## config.mk

```make
export PLATFORM = sky130hd
export DESIGN_NAME = cpu_hotplug_load_governor
export DESIGN_NICKNAME = d
export VERILOG_FILES = /design/src/rtl/core/chlg_pkg.sv /design/src/rtl/core/cpu_hotplug_load_governor.sv /design/src/rtl/core/chlg_cell.sv /design/src/rtl/core/chlg_ring.sv /design/src/rtl/core/chlg_policy.sv
export SDC_FILE = /design/constraint.sdc
export NUM_CORES = 1
export LEC_CHECK = 0
export BUFFER_PORTS_ARGS = -buffer_cell sky130_fd_sc_hd__buf_2
export CAP_MARGIN = 20
export CORE_UTILIZATION = 45
export CTS_CLUSTER_DIAMETER = 50
export DETAILED_ROUTE_END_ITERATION = 8
export PLACE_DENSITY = 0.65
export REMOVE_ABC_BUFFERS = 1
export SLEW_MARGIN = 20
export SYNTH_ARGS = -nofsm -noshare
export SYNTH_HDL_FRONTEND = slang
export SYNTH_HIERARCHICAL = 1
export SYNTH_SLANG_ARGS = --single-unit
```

## constraint.sdc

```tcl
create_clock -name clk_i -period 9.8 [get_ports clk_i]
set_input_delay 1.96 -clock clk_i [delete_from_list [all_inputs] [get_ports clk_i]]
set_output_delay 1.96 -clock clk_i [all_outputs]
set_load 0.02 [all_outputs]
```

## src/rtl/core/chlg_pkg.sv

```systemverilog
// Shared types, constants and codes of the core-count governor.
package chlg_pkg;

  localparam int WINDOW    = 10;
  localparam int MAX_CORES = 8;

  localparam int LOAD_W     = 17;
  localparam int RUN_W      = 10;
  localparam int CORE_W     = 4;
  localparam int THR_W      = 10;
  localparam int DELAY_W    = 7;
  localparam int LOAD_SCALE = 100;
  localparam int DELAY_MAX  = 127;

  localparam int CNT_W     = (WINDOW > 1) ? $clog2(WINDOW) : 1;
  localparam int SUM_W     = LOAD_W + $clog2(WINDOW);
  localparam int DIV_SHIFT = SUM_W + $clog2(WINDOW);
  localparam int RECIP_W   = DIV_SHIFT + 1;
  localparam logic [RECIP_W-1:0] RECIP =
      RECIP_W'(((64'd1 << DIV_SHIFT) + 64'(WINDOW) - 64'd1) / 64'(WINDOW));
  localparam int PROD_W    = SUM_W + RECIP_W;

  localparam int FLAG_DISABLED = 0;
  localparam int FLAG_PAUSED   = 1;
  localparam int FLAG_BOOST    = 2;
  localparam int FLAG_SUSPEND  = 3;

  typedef enum logic [2:0] {
    OP_SAMPLE       = 3'd0,
    OP_BOOST        = 3'd1,
    OP_SET_DISABLE  = 3'd2,
    OP_UNPAUSE      = 3'd3,
    OP_SUSPEND      = 3'd4,
    OP_RESUME       = 3'd5,
    OP_OFFLINE_DONE = 3'd6
  } op_e;

  typedef enum logic [2:0] {
    ACT_NONE        = 3'd0,
    ACT_ONLINE_ALL  = 3'd1,
    ACT_ONLINE_ONE  = 3'd2,
    ACT_OFFLINE_ONE = 3'd3,
    ACT_OFFLINE_ALL = 3'd4
  } act_e;

  typedef enum logic [2:0] {
    CFG_AVAILABLE = 3'd0,
    CFG_MIN       = 3'd1,
    CFG_MAX       = 3'd2,
    CFG_ENABLE    = 3'd3,
    CFG_DISABLE   = 3'd4,
    CFG_ALL       = 3'd5
  } cfg_idx_e;

  typedef enum logic [2:0] {
    ST_IDLE,
    ST_INSERT,
    ST_ROTATE,
    ST_DIVIDE,
    ST_FINISH
  } state_e;

  typedef struct packed {
    logic [CORE_W-1:0] avail;
    logic [CORE_W-1:0] min_cores;
    logic [CORE_W-1:0] max_cores;
    logic [THR_W-1:0]  enable_per_core;
    logic [THR_W-1:0]  disable_per_core;
    logic [THR_W-1:0]  all_per_core;
  } cfg_t;

  typedef struct packed {
    logic shift;
    logic insert;
  } ring_ctrl_t;

  typedef struct packed {
    logic [2:0]        op;
    logic [CORE_W-1:0] online;
    logic              req;
    logic [LOAD_W-1:0] avg;
    logic [3:0]        flags;
    logic              pending;
  } pol_in_t;

  typedef struct packed {
    logic [2:0]         action;
    logic               sched;
    logic [DELAY_W-1:0] delay;
    logic               unpause;
    logic               cancel;
    logic [3:0]         flags;
    logic               pending;
    logic [LOAD_W-1:0]  avg;
  } pol_out_t;

endpackage

```

## src/rtl/core/cpu_hotplug_load_governor.sv

```systemverilog
// Top level of the event-driven core-count governor.
//
// Each accepted input beat is one governor event and yields exactly one
// result beat. A sample event stores run_count*100 in a ring of WINDOW cells
// and then walks the ring once, one cell a cycle, to sum it; the sum is
// divided by WINDOW with a reciprocal multiply and the policy then picks
// the action. A sample event therefore occupies the block from acceptance
// through the insert, the ring walk and the divide until the next beat can
// be accepted; every other event goes straight to the finish step. One
// event is in progress at a time; the result sits in an output register, so
// the next beat is taken while that result still waits for the consumer,
// and the block only holds back when a second result is ready before the
// first has been taken. The ring is cleared by reset, and configuration
// registers are written through a separate port that is always ready; they
// should only be written while no event is in progress.

module cpu_hotplug_load_governor (
  input  logic                          clk_i,
  input  logic                          rst_ni,

  input  logic                          cfg_valid_i,
  output logic                          cfg_ready_o,
  input  logic [2:0]                    cfg_index_i,
  input  logic [chlg_pkg::THR_W-1:0]    cfg_data_i,

  input  logic                          in_valid_i,
  output logic                          in_stall_o,
  input  logic [2:0]                    operation_i,
  input  logic [chlg_pkg::RUN_W-1:0]    run_count_i,
  input  logic [chlg_pkg::CORE_W-1:0]   online_now_i,
  input  logic                          disable_request_i,

  output logic                          out_valid_o,
  input  logic                          out_stall_i,
  output logic [2:0]                    action_o,
  output logic                          decision_scheduled_o,
  output logic [chlg_pkg::DELAY_W-1:0]  decision_delay_o,
  output logic                          start_unpause_timer_o,
  output logic                          cancel_timers_o,
  output logic [4:0]                    status_flags_o,
  output logic [chlg_pkg::LOAD_W-1:0]   average_load_o
);

  chlg_pkg::cfg_t cfg_q;

  chlg_pkg::state_e state_q, state_d;
  logic [chlg_pkg::CNT_W-1:0] rot_cnt_q, rot_cnt_d;

  // Captured event beat.
  logic [2:0]                  op_q;
  logic [chlg_pkg::RUN_W-1:0]  run_q;
  logic [chlg_pkg::CORE_W-1:0] online_q;
  logic                        req_q;

  logic [3:0] flags_q;
  logic       pending_q;

  chlg_pkg::ring_ctrl_t        ring_ctrl;
  logic [chlg_pkg::LOAD_W-1:0] new_load;
  logic [chlg_pkg::SUM_W-1:0]  ring_sum;
  logic [chlg_pkg::PROD_W-1:0] prod_q;

  chlg_pkg::pol_in_t  pol_in;
  chlg_pkg::pol_out_t pol_out;

  logic in_accept;
  logic out_free;
  logic finish;

  chlg_pkg::pol_out_t res_q;
  logic               out_valid_q;

  // Configuration: the port never stalls; unknown indices are ignored.
  assign cfg_ready_o = 1'b1;

  always_ff @(posedge clk_i or negedge rst_ni) begin
    if (!rst_ni) begin
      cfg_q.avail            <= chlg_pkg::CORE_W'(4);
      cfg_q.min_cores        <= chlg_pkg::CORE_W'(1);
      cfg_q.max_cores        <= chlg_pkg::CORE_W'(4);
      cfg_q.enable_per_core  <= chlg_pkg::THR_W'(300);
      cfg_q.disable_per_core <= chlg_pkg::THR_W'(60);
      cfg_q.all_per_core     <= chlg_pkg::THR_W'(100);
    end else if (cfg_valid_i) begin
      unique case (chlg_pkg::cfg_idx_e'(cfg_index_i))
        chlg_pkg::CFG_AVAILABLE: cfg_q.avail            <= cfg_data_i[chlg_pkg::CORE_W-1:0];
        chlg_pkg::CFG_MIN:       cfg_q.min_cores        <= cfg_data_i[chlg_pkg::CORE_W-1:0];
        chlg_pkg::CFG_MAX:       cfg_q.max_cores        <= cfg_data_i[chlg_pkg::CORE_W-1:0];
        chlg_pkg::CFG_ENABLE:    cfg_q.enable_per_core  <= cfg_data_i;
        chlg_pkg::CFG_DISABLE:   cfg_q.disable_per_core <= cfg_data_i;
        chlg_pkg::CFG_ALL:       cfg_q.all_per_core     <= cfg_data_i;
        default: begin
        end
      endcase
    end
  end

  assign in_stall_o = (state_q != chlg_pkg::ST_IDLE);
  assign in_accept  = in_valid_i && !in_stall_o;
  assign out_free   = !out_valid_q || !out_stall_i;

  // Sequencer: for a sample, insert, walk the ring and divide; every event then hands the result over.
  always_comb begin
    state_d   = state_q;
    rot_cnt_d = rot_cnt_q;
    ring_ctrl = '0;
    finish    = 1'b0;
    unique case (state_q)
      chlg_pkg::ST_IDLE: begin
        if (in_accept) begin
          state_d = (chlg_pkg::op_e'(operation_i) == chlg_pkg::OP_SAMPLE)
                  ? chlg_pkg::ST_INSERT : chlg_pkg::ST_FINISH;
        end
      end
      chlg_pkg::ST_INSERT: begin
        ring_ctrl.shift  = 1'b1;
        ring_ctrl.insert = 1'b1;
        rot_cnt_d        = '0;
        state_d          = chlg_pkg::ST_ROTATE;
      end
      chlg_pkg::ST_ROTATE: begin
        // A full turn of the ring restores the oldest-at-tail order.
        ring_ctrl.shift = 1'b1;
        if (rot_cnt_q == chlg_pkg::CNT_W'(chlg_pkg::WINDOW - 1)) begin
          state_d = chlg_pkg::ST_DIVIDE;
        end else begin
          rot_cnt_d = rot_cnt_q + chlg_pkg::CNT_W'(1);
        end
      end
      chlg_pkg::ST_DIVIDE: begin
        state_d = chlg_pkg::ST_FINISH;
      end
      chlg_pkg::ST_FINISH: begin
        if (out_free) begin
          finish  = 1'b1;
          state_d = chlg_pkg::ST_IDLE;
        end
      end
      default: begin
        state_d = chlg_pkg::ST_IDLE;
      end
    endcase
  end

  always_ff @(posedge clk_i or negedge rst_ni) begin
    if (!rst_ni) begin
      state_q   <= chlg_pkg::ST_IDLE;
      rot_cnt_q <= '0;
    end else begin
      state_q   <= state_d;
      rot_cnt_q <= rot_cnt_d;
    end
  end

  always_ff @(posedge clk_i) begin
    if (in_accept) begin
      op_q     <= operation_i;
      run_q    <= run_count_i;
      online_q <= online_now_i;
      req_q    <= disable_request_i;
    end
  end

  assign new_load = chlg_pkg::LOAD_W'(run_q) * chlg_pkg::LOAD_W'(chlg_pkg::LOAD_SCALE);

  chlg_ring u_ring (
    .clk_i      (clk_i),
    .rst_ni     (rst_ni),
    .ctrl_i     (ring_ctrl),
    .new_load_i (new_load),
    .sum_o      (ring_sum)
  );

  // Division by the window length as a multiply by its rounded-up reciprocal,
  // exact over the whole range of the sum.
  always_ff @(posedge clk_i) begin
    if (state_q == chlg_pkg::ST_DIVIDE) begin
      prod_q <= chlg_pkg::PROD_W'(ring_sum) * chlg_pkg::PROD_W'(chlg_pkg::RECIP);
    end
  end

  assign pol_in.op      = op_q;
  assign pol_in.online  = online_q;
  assign pol_in.req     = req_q;
  assign pol_in.avg     = prod_q[chlg_pkg::DIV_SHIFT +: chlg_pkg::LOAD_W];
  assign pol_in.flags   = flags_q;
  assign pol_in.pending = pending_q;

  chlg_policy u_policy (
    .cfg_i (cfg_q),
    .pol_i (pol_in),
    .pol_o (pol_out)
  );

  // Mode flags start with the governor paused.
  always_ff @(posedge clk_i or negedge rst_ni) begin
    if (!rst_ni) begin
      flags_q   <= 4'b0010;
      pending_q <= 1'b0;
    end else if (finish) begin
      flags_q   <= pol_out.flags;
      pending_q <= pol_out.pending;
    end
  end

  // Output register.
  always_ff @(posedge clk_i or negedge rst_ni) begin
    if (!rst_ni) begin
      out_valid_q <= 1'b0;
    end else if (finish) begin
      out_valid_q <= 1'b1;
    end else if (!out_stall_i) begin
      out_valid_q <= 1'b0;
    end
  end

  always_ff @(posedge clk_i) begin
    if (finish) begin
      res_q <= pol_out;
    end
  end

  assign out_valid_o           = out_valid_q;
  assign action_o              = res_q.action;
  assign decision_scheduled_o  = res_q.sched;
  assign decision_delay_o      = res_q.delay;
  assign start_unpause_timer_o = res_q.unpause;
  assign cancel_timers_o       = res_q.cancel;
  assign status_flags_o        = {res_q.pending, res_q.flags};
  assign average_load_o        = res_q.avg;

endmodule

```

## src/rtl/core/chlg_cell.sv

```systemverilog
// One cell of the load ring: holds a single scaled load sample.
module chlg_cell (
  input  logic                         clk_i,
  input  logic                         rst_ni,
  input  logic                         shift_i,
  input  logic [chlg_pkg::LOAD_W-1:0]  load_i,
  output logic [chlg_pkg::LOAD_W-1:0]  load_o
);

  logic [chlg_pkg::LOAD_W-1:0] value_q;

  always_ff @(posedge clk_i or negedge rst_ni) begin
    if (!rst_ni) begin
      value_q <= '0;
    end else if (shift_i) begin
      value_q <= load_i;
    end
  end

  assign load_o = value_q;

endmodule

```

## src/rtl/core/chlg_ring.sv

```systemverilog
// Ring of load cells with the accumulator fed from the tail cell.
module chlg_ring (
  input  logic                         clk_i,
  input  logic                         rst_ni,
  input  chlg_pkg::ring_ctrl_t         ctrl_i,
  input  logic [chlg_pkg::LOAD_W-1:0]  new_load_i,
  output logic [chlg_pkg::SUM_W-1:0]   sum_o
);

  logic [chlg_pkg::LOAD_W-1:0] cell_in  [chlg_pkg::WINDOW];
  logic [chlg_pkg::LOAD_W-1:0] cell_out [chlg_pkg::WINDOW];
  logic [chlg_pkg::SUM_W-1:0]  sum_q;
  logic [chlg_pkg::SUM_W-1:0]  sum_d;

  // The head takes the new sample on insert, otherwise the tail wraps round.
  // Inserting drops the tail, which is always the oldest sample.
  assign cell_in[0] = ctrl_i.insert ? new_load_i : cell_out[chlg_pkg::WINDOW-1];

  for (genvar k = 0; k < chlg_pkg::WINDOW; k++) begin : g_cell
    if (k > 0) begin : g_link
      assign cell_in[k] = cell_out[k-1];
    end
    chlg_cell u_cell (
      .clk_i   (clk_i),
      .rst_ni  (rst_ni),
      .shift_i (ctrl_i.shift),
      .load_i  (cell_in[k]),
      .load_o  (cell_out[k])
    );
  end

  always_comb begin
    sum_d = sum_q;
    if (ctrl_i.shift) begin
      if (ctrl_i.insert) begin
        sum_d = '0;
      end else begin
        sum_d = sum_q + chlg_pkg::SUM_W'(cell_out[chlg_pkg::WINDOW-1]);
      end
    end
  end

  always_ff @(posedge clk_i) begin
    sum_q <= sum_d;
  end

  assign sum_o = sum_q;

endmodule

```

## src/rtl/core/chlg_policy.sv

```systemverilog
// Decision logic: result fields and next mode flags for one event.
module chlg_policy (
  input  chlg_pkg::cfg_t     cfg_i,
  input  chlg_pkg::pol_in_t  pol_i,
  output chlg_pkg::pol_out_t pol_o
);

  logic [chlg_pkg::CORE_W-1:0]  avail;
  logic [chlg_pkg::CORE_W-1:0]  mn;
  logic [chlg_pkg::CORE_W-1:0]  mx;
  logic [2*chlg_pkg::CORE_W-1:0] sq;
  logic [chlg_pkg::DELAY_W-1:0] slow;
  logic [chlg_pkg::LOAD_W-1:0]  all_load;
  logic [chlg_pkg::LOAD_W-1:0]  en_load;
  logic [chlg_pkg::LOAD_W-1:0]  dis_load;
  logic                         room;

  // Out-of-range core settings fall back to safe values.
  always_comb begin
    if (cfg_i.avail == '0) begin
      avail = chlg_pkg::CORE_W'(1);
    end else if ((chlg_pkg::CORE_W+1)'(cfg_i.avail) >
                 (chlg_pkg::CORE_W+1)'(chlg_pkg::MAX_CORES)) begin
      avail = chlg_pkg::CORE_W'(chlg_pkg::MAX_CORES);
    end else begin
      avail = cfg_i.avail;
    end
    mn = (cfg_i.min_cores == '0 || cfg_i.min_cores > avail) ? chlg_pkg::CORE_W'(1)
                                                            : cfg_i.min_cores;
    mx = (cfg_i.max_cores == '0 || cfg_i.max_cores > avail) ? avail : cfg_i.max_cores;
  end

  assign sq   = (2*chlg_pkg::CORE_W)'(pol_i.online) * (2*chlg_pkg::CORE_W)'(pol_i.online);
  assign slow = (sq > (2*chlg_pkg::CORE_W)'(chlg_pkg::DELAY_MAX))
              ? chlg_pkg::DELAY_W'(chlg_pkg::DELAY_MAX) : chlg_pkg::DELAY_W'(sq);

  assign all_load = chlg_pkg::LOAD_W'(cfg_i.all_per_core) * chlg_pkg::LOAD_W'(avail);
  assign en_load  = chlg_pkg::LOAD_W'(cfg_i.enable_per_core) * chlg_pkg::LOAD_W'(pol_i.online);
  assign dis_load = chlg_pkg::LOAD_W'(cfg_i.disable_per_core) * chlg_pkg::LOAD_W'(pol_i.online);
  assign room     = (pol_i.online < avail) && (mx > pol_i.online);

  always_comb begin
    pol_o         = '0;
    pol_o.flags   = pol_i.flags;
    pol_o.pending = pol_i.pending;
    unique case (chlg_pkg::op_e'(pol_i.op))
      chlg_pkg::OP_SAMPLE: begin
        pol_o.avg   = pol_i.avg;
        pol_o.sched = 1'b1;
        pol_o.delay = slow;
        if (!pol_i.flags[chlg_pkg::FLAG_DISABLED]) begin
          priority if (pol_i.avg >= all_load && room) begin
            pol_o.flags[chlg_pkg::FLAG_PAUSED] = 1'b1;
            pol_o.pending = 1'b0;
            pol_o.action  = chlg_pkg::ACT_ONLINE_ALL;
            pol_o.delay   = chlg_pkg::DELAY_W'(1);
            pol_o.unpause = 1'b1;
          end else if (pol_i.flags[chlg_pkg::FLAG_PAUSED]) begin
            pol_o.delay = chlg_pkg::DELAY_W'(1);
          end else if (pol_i.avg >= en_load && room) begin
            pol_o.pending = 1'b0;
            pol_o.action  = chlg_pkg::ACT_ONLINE_ONE;
            pol_o.delay   = chlg_pkg::DELAY_W'(1);
          end else if (pol_i.avg <= dis_load && mn < pol_i.online) begin
            // A removal already in flight is not scheduled twice.
            if (!pol_i.pending) begin
              pol_o.pending = 1'b1;
              pol_o.action  = chlg_pkg::ACT_OFFLINE_ONE;
            end
            pol_o.flags[chlg_pkg::FLAG_BOOST] = 1'b0;
          end else begin
            pol_o.pending = pol_i.pending;
          end
        end
      end
      chlg_pkg::OP_BOOST: begin
        if (!pol_i.flags[chlg_pkg::FLAG_SUSPEND] && !pol_i.flags[chlg_pkg::FLAG_DISABLED] &&
            !pol_i.flags[chlg_pkg::FLAG_BOOST] && mx > pol_i.online) begin
          pol_o.flags[chlg_pkg::FLAG_BOOST] = 1'b1;
          if (pol_i.online < chlg_pkg::CORE_W'(2)) begin
            pol_o.pending = 1'b0;
            pol_o.flags[chlg_pkg::FLAG_PAUSED] = 1'b1;
            pol_o.action  = chlg_pkg::ACT_ONLINE_ONE;
            pol_o.sched   = 1'b1;
            pol_o.delay   = chlg_pkg::DELAY_W'(1);
            pol_o.unpause = 1'b1;
          end else if (pol_i.pending) begin
            pol_o.pending = 1'b0;
            pol_o.flags[chlg_pkg::FLAG_PAUSED] = 1'b1;
            pol_o.sched   = 1'b1;
            pol_o.delay   = chlg_pkg::DELAY_W'(1);
            pol_o.unpause = 1'b1;
          end
        end
      end
      chlg_pkg::OP_SET_DISABLE: begin
        if (pol_i.flags[chlg_pkg::FLAG_DISABLED] && !pol_i.req) begin
          pol_o.flags[chlg_pkg::FLAG_DISABLED] = 1'b0;
          pol_o.flags[chlg_pkg::FLAG_PAUSED]   = 1'b0;
          pol_o.sched = 1'b1;
        end else if (pol_i.req && !pol_i.flags[chlg_pkg::FLAG_DISABLED]) begin
          pol_o.flags[chlg_pkg::FLAG_DISABLED] = 1'b1;
          pol_o.pending = 1'b0;
          pol_o.cancel  = 1'b1;
        end
      end
      chlg_pkg::OP_UNPAUSE: begin
        pol_o.flags[chlg_pkg::FLAG_PAUSED] = 1'b0;
      end
      chlg_pkg::OP_SUSPEND: begin
        pol_o.flags[chlg_pkg::FLAG_SUSPEND] = 1'b1;
        pol_o.pending = 1'b0;
        pol_o.cancel  = 1'b1;
        if (pol_i.online > chlg_pkg::CORE_W'(1)) begin
          pol_o.action = chlg_pkg::ACT_OFFLINE_ALL;
        end
      end
      chlg_pkg::OP_RESUME: begin
        pol_o.flags[chlg_pkg::FLAG_SUSPEND] = 1'b0;
        pol_o.action  = chlg_pkg::ACT_ONLINE_ALL;
        pol_o.sched   = 1'b1;
        pol_o.delay   = chlg_pkg::DELAY_W'(1);
        pol_o.unpause = 1'b1;
      end
      chlg_pkg::OP_OFFLINE_DONE: begin
        pol_o.pending = 1'b0;
        pol_o.sched   = 1'b1;
        pol_o.delay   = chlg_pkg::DELAY_W'(1);
      end
      default: begin
        pol_o.flags   = pol_i.flags;
        pol_o.pending = pol_i.pending;
      end
    endcase
  end

endmodule
```

== Yosys cells after proc, flatten, opt, wreduce, memory -nomap -nowiden ==
Cells that the tools add are included.
Cells by class
  add/subtract/negate cells: 2
  multipliers: 6
  magnitude comparators: 12
  eq/ne operators: 21
  multiplexer cells: 67
  reductions and logical operators: 41
Operator list (number)
  $mul 10x4->14: 3
  $mul 21x20->40 const B: 1
  $ge 17x14->1: 2
  $mux 3: 10
  $mux 7: 4
  $mux 1: 27
  $add 21x17->21: 1
  $pmux 7 s3: 1
  $mux 4: 5
  $eq 3x2->1 const B: 6
  $eq 3x3->1 const B: 6
  $mux 9: 2
  $le 17x14->1: 1
  $mux 17: 1
  $mul 10x5->15 const B: 1
  $pmux 3 s5: 1
  $reduce_and 2->1: 7
  $gt 4x4->1: 3
  $logic_not 3->1: 4
  $logic_not 4->1: 3
  $mux 12: 1
  $pmux 3 s4: 1
  $logic_and 1x1->1: 10
  $mux 2: 5
  other kinds (23): 43
Storage, ports and cells
  flip-flop bits (word level): 339
  bits of input ports: 36
  output and inout bits: 38

== Longest topological paths before layout ==
  word-level depth: 14
  gate-level depth with buffers: 24

== Hierarchy ==
Netlist, hierarchy kept.
Modules (own cells, without submodules)
  cpu_hotplug_load_governor: instances 1, cells each 1121, area each 12892.4 um^2
  chlg_cell: instances 10, cells each 36, area each 685.7 um^2
  chlg_policy: instances 1, cells each 755, area each 5651.7 um^2
  chlg_ring: instances 1, cells each 192, area each 1931.9 um^2

== Worst setup path before layout ==
No wires, ideal clock.
  path kind: flip-flop to flip-flop
  from: register u_ring.sum_q, in the netlist u_ring/sum_o[1]
  to: register prod_q[36] in the netlist's numbering, data pin
  library setup time: 0.266 ns
  data arrival time: 5.715 ns
  data required time: 9.534 ns
  setup slack: 3.819 ns
  stages on the path, launching flop included: 19
  path buffers: 0
  path through: edfxtp_1 ha_1 xor2_1 ha_1 fa_1 fa_1 fa_1 fa_1 inv_1 fa_1 inv_1 ha_1 a21oi_2 nor2_4 a2111oi_4 a31oi_4 a211oi_4 o31ai_2 xor2_1
Between the ends
  cells in the longest elaborated chain, start to end: 1
RTL lines
  start, declared: line chlg_ring.sv:12  | logic [chlg_pkg::SUM_W-1:0] sum_q;
  start signal, assigned: line chlg_ring.sv:44  | sum_q <= sum_d;
  $mul 21x20->40: line cpu_hotplug_load_governor.sv:178  | prod_q <= chlg_pkg::PROD_W'(ring_sum) * chlg_pkg::PROD_W'(chlg_pkg::RECIP);
  end signal, assigned: line cpu_hotplug_load_governor.sv:178
  end, declared: line cpu_hotplug_load_governor.sv:61  | logic [chlg_pkg::PROD_W-1:0] prod_q;
Every way passes these cells.
A chain may end at the register's enable or synchronous reset.

== Worst setup path in the final report ==
  from: register u_ring.sum_q, in the netlist u_ring/sum_o[4]
  to: register prod_q[34] in the netlist's numbering, data pin
Same word-level chain as after synthesis.

==> results.md <==
- Ys Warns: 6
- Die Wd: 248 µm
- Final instance area: 0.0297 mm²
- Slew Viols, Final: 0
- CTS hold repair buffers: 0
- GPL Wtd Cong: 0.921
- Reg2reg start: u_ring/sum_o[4]$_SDFFCE_PP0P_
- Share of cells above drive strength 1: 18.1%
- Overflow after GRT: 0
- Delay of the slowest critical-path stage: 0.56 ns
- Final hold viol count: 0
- Setup violators final: 0
- Critical Path, Cell by Cell: ha_1 -> ha_1 -> inv_1 -> fa_1 -> inv_1 -> fa_1 -> fa_1 -> fa_1 -> inv_1 -> fa_1 -> inv_1 -> ha_1 -> a21oi_1 -> o21ai_1 -> a311oi_1 -> a311oi_1 -> nor2_1 -> o22ai_1 -> xnor2_1
- Tmin final: 6.50 ns
- ANT cells: 0
- Tot GR Track Use: 20.3%
- Fmax: 154 MHz
- DP Wirelength: 48800 µm
- Nets: 3094
- Post-synth top flop: dfrtp_1
- Library cells used by synthesis: 96
- Number of global-route vias before repair: 18682
- Via/cell ratio: 5.36
- Most used cell, CP: fa_1
- Setup crit start: u_ring/sum_o[4]$_SDFFCE_PP0P_
- Mux cell area share after synthesis: 11.7%
- Actual slew at the worst max-slew pin: 1.15 ns
- CTS Root Cell: clkbuf_16
- CTS Buf Count: 39
- Worst r2r dst: prod_q[34]$_DFFE_PP_
- Core Footprint: 0.0595 mm²
- Initial antenna violation count: 3
- Post-cts resize count: 0
- Slowest CP cell: edfxtp_1
- Initial DRC count: 1099
- RSZ-0062 raised after global routing: no
- Crit path max-delay family: adder cells
- Post-Route Skew: 0.0129 ns
- Crit share post-route: 66.3%
- Mean post-synth cell area: 11.3 µm²
- Sink Count: 316
- Row count: 89
- Port Buf Inserts: 72
- Synth async-reset ratio: 71.2%
- Mapped cell area: 0.0273 mm²
- Worst-Skew Late Latency: 0.54 ns
- Final wirelength: 61700 µm
- Final ANT Viol Nets: 0
- Sequential-to-total area share from yosys stat: 30.7%
- Worst Reg-to-Reg Cells: 19
- Die Y-Extent: 248 µm
- Internal reg-to-reg setup slack: 3.30 ns
- Worst setup SP type: flip-flop
- Reg clk slew, reported paths: 0.06 ns
- CTS HTree Levels: 2
- Fillers: 5364
- Setup Fix Bufs, Post-CTS: 0
- Area fraction in compound gates after synthesis: 7.65%
- Largest family of logic cells by synthesized area: adder cells
- Worst setup EP type: flip-flop
- I/O pins: 74
- First-pass iteration count of the detailed router: 5
- Area growth syn-to-layout: 8.69%
- Post-DP Area: 0.0283 mm²
- WP data arrival: 6.78 ns
- Die Footprint: 0.0617 mm²
- Register bit count reported by yosys: 316
- Max_cap viols: 0
- CP Depth: 19
- Status: finished clean
- Worst min path class: reg2reg
- Total buffers and inverters traversed by the critical path: 4
- Routed via count: 17671
- # DRC: 0
- Number of synthesized flops with an enable pin: 91
- Crit path to: prod_q[34]$_DFFE_PP_
- Slew Limit Headroom: 23.2%
- Wire per inst: 18.7 µm
- Crit path kind: reg2reg
- Initial Util: 46.0%
- First-pass GRT wire length: 101000 µm
- WP data required: 10.09 ns
- Post-Synth Simple-Gate Area: 9.86%
- Post-Synth XOR/XNOR Area: 2.76%
- Largest net degree at the start of global routing: 158
- Maximum buffer depth of the clock tree: 3
- Synthesized instance count: 2428
- Adder-Cell Fraction of Synth Area: 30.9%
- CTS tree: built
- Critical Path Fanout Max: 8
synth_stat cells (all sizes together) (36+ instances only):
cell type	instances	area, µm²
nor3	40	215
o21ai	55	275
and2	107	669
a21oi	95	487
xor2	51	447
mux2	247	3160
fa	190	3800
nand2	104	393
clkbuf	36	135
edfxtp	91	2730
a21o	40	303
dfrtp	210	5260
ha	372	4650
inv	343	1290
nor2	96	370
how the worst min path moves through the flow:
stage                                                         from  slack [ns]  cells past startpoint                                              to
floorplan                                    cfg_q[38]$_DFFE_PN0P_        0.47                      1                           cfg_q[38]$_DFFE_PN0P_
global placement    u_ring/g_cell[0].u_cell/load_o[14]$_DFFE_PN0P_        0.48                      1  u_ring/g_cell[1].u_cell/load_o[14]$_DFFE_PN0P_
detailed placement   u_ring/g_cell[6].u_cell/load_o[1]$_DFFE_PN0P_        0.49                      1   u_ring/g_cell[7].u_cell/load_o[1]$_DFFE_PN0P_
CTS                  u_ring/g_cell[6].u_cell/load_o[1]$_DFFE_PN0P_        0.50                      1   u_ring/g_cell[7].u_cell/load_o[1]$_DFFE_PN0P_
global route         u_ring/g_cell[8].u_cell/load_o[2]$_DFFE_PN0P_        0.51                      1   u_ring/g_cell[8].u_cell/load_o[2]$_DFFE_PN0P_
finish               u_ring/g_cell[6].u_cell/load_o[1]$_DFFE_PN0P_        0.50                      1   u_ring/g_cell[7].u_cell/load_o[1]$_DFFE_PN0P_
through the flow:
| step | util (%) | cells | hold WS, ns | setup TNS (ns) | setup slack (ns) |
|---|---|---|---|---|---|
| 2_1_floorplan | - | 2370 | 0.471 | -463.63 | -2.59 |
| 3_3_place_gp | 47.6 | 3227 | 0.484 | 0 | 3.50 |
| 3_5_place_dp | 47.6 | 3227 | 0.488 | 0 | 3.39 |
| 4_1_cts | 49.9 | 3297 | 0.501 | 0 | 3.36 |
| 5_1_grt | 50.0 | 3298 | 0.513 | 0 | 3.06 |
| 6_report | 50.0 | 3298 | 0.498 | 0 | 3.30 |
sequential cells by signal (all words and copies together), names as in the netlist, 4 cells and up:
signal                       flops
average_load_o                  17
decision_delay_o                 7
cfg_q                           42
flags_q                          4
run_q                           10
rot_cnt_q                        4
status_flags_o                   5
u_ring/sum_o                    21
prod_q                          17
online_q                         4
u_ring/g_cell.u_cell/load_o    170
placed cells by master (no fill, tap or decap), types with 15 or more instances in the layout:
| cell type | synthesis | routed |
|---|---|---|
| dfstp_2 | 15 | 15 |
| dfrtp_1 | 210 | 210 |
| nand2_1 | 103 | 103 |
| clkbuf_16 | 0 | 43 |
| and2_1 | 107 | 106 |
| ha_1 | 372 | 372 |
| nor2b_1 | 26 | 26 |
| inv_1 | 343 | 343 |
| nand2b_1 | 16 | 16 |
| mux2_2 | 145 | 145 |
| and3_1 | 18 | 18 |
| a21o_1 | 38 | 38 |
| edfxtp_1 | 91 | 91 |
| nand3_1 | 26 | 26 |
| nor2_1 | 94 | 92 |
| o21ai_0 | 50 | 50 |
| a21oi_1 | 92 | 92 |
| mux2_4 | 100 | 100 |
| nor3_1 | 37 | 36 |
| xor2_1 | 51 | 51 |
| xnor2_1 | 35 | 35 |
| fa_1 | 190 | 190 |
| buf_2 | 1 | 71 |
area by class of cell:
cell class	count	area (µm²)	share of cell area [%]
multi-input cells	1711	17200	57.9
inverters	343	1290	4.33
flip-flops and latches	316	8380	28.2
well taps	773	967	3.26
repair buffers	85	493	1.66
clock inverters	13	179	0.602
clock buffers	57	1190	4.00
cells by family (layout without fill, tap and decap cells):
group | count (synthesis) | in the layout
other | 2 | 3
flip-flops | 316 | 316
adder cells (fa/ha/maj) | 562 | 562
XOR/XNOR | 86 | 86
AND/OR/NAND/NOR | 506 | 506
buffers and inverters | 402 | 498
AO/OA/AOI/OAI | 304 | 304
multiplexers | 250 | 250
metal layers:
metal	GRT usage [%]	share of wire (%)	vias up	wire, µm
met5	0	0.019	-	12
met4	5.11	2.1	2	1310
li1	-	-	8464	-
met2	34.7	48	360	29500
met1	27.2	46	8760	28300
met3	2.75	4.2	85	2580
Power is left out: the tool's default activity adds up to more than one toggle a clock period on the data nets, which glitch-free logic cannot reach.
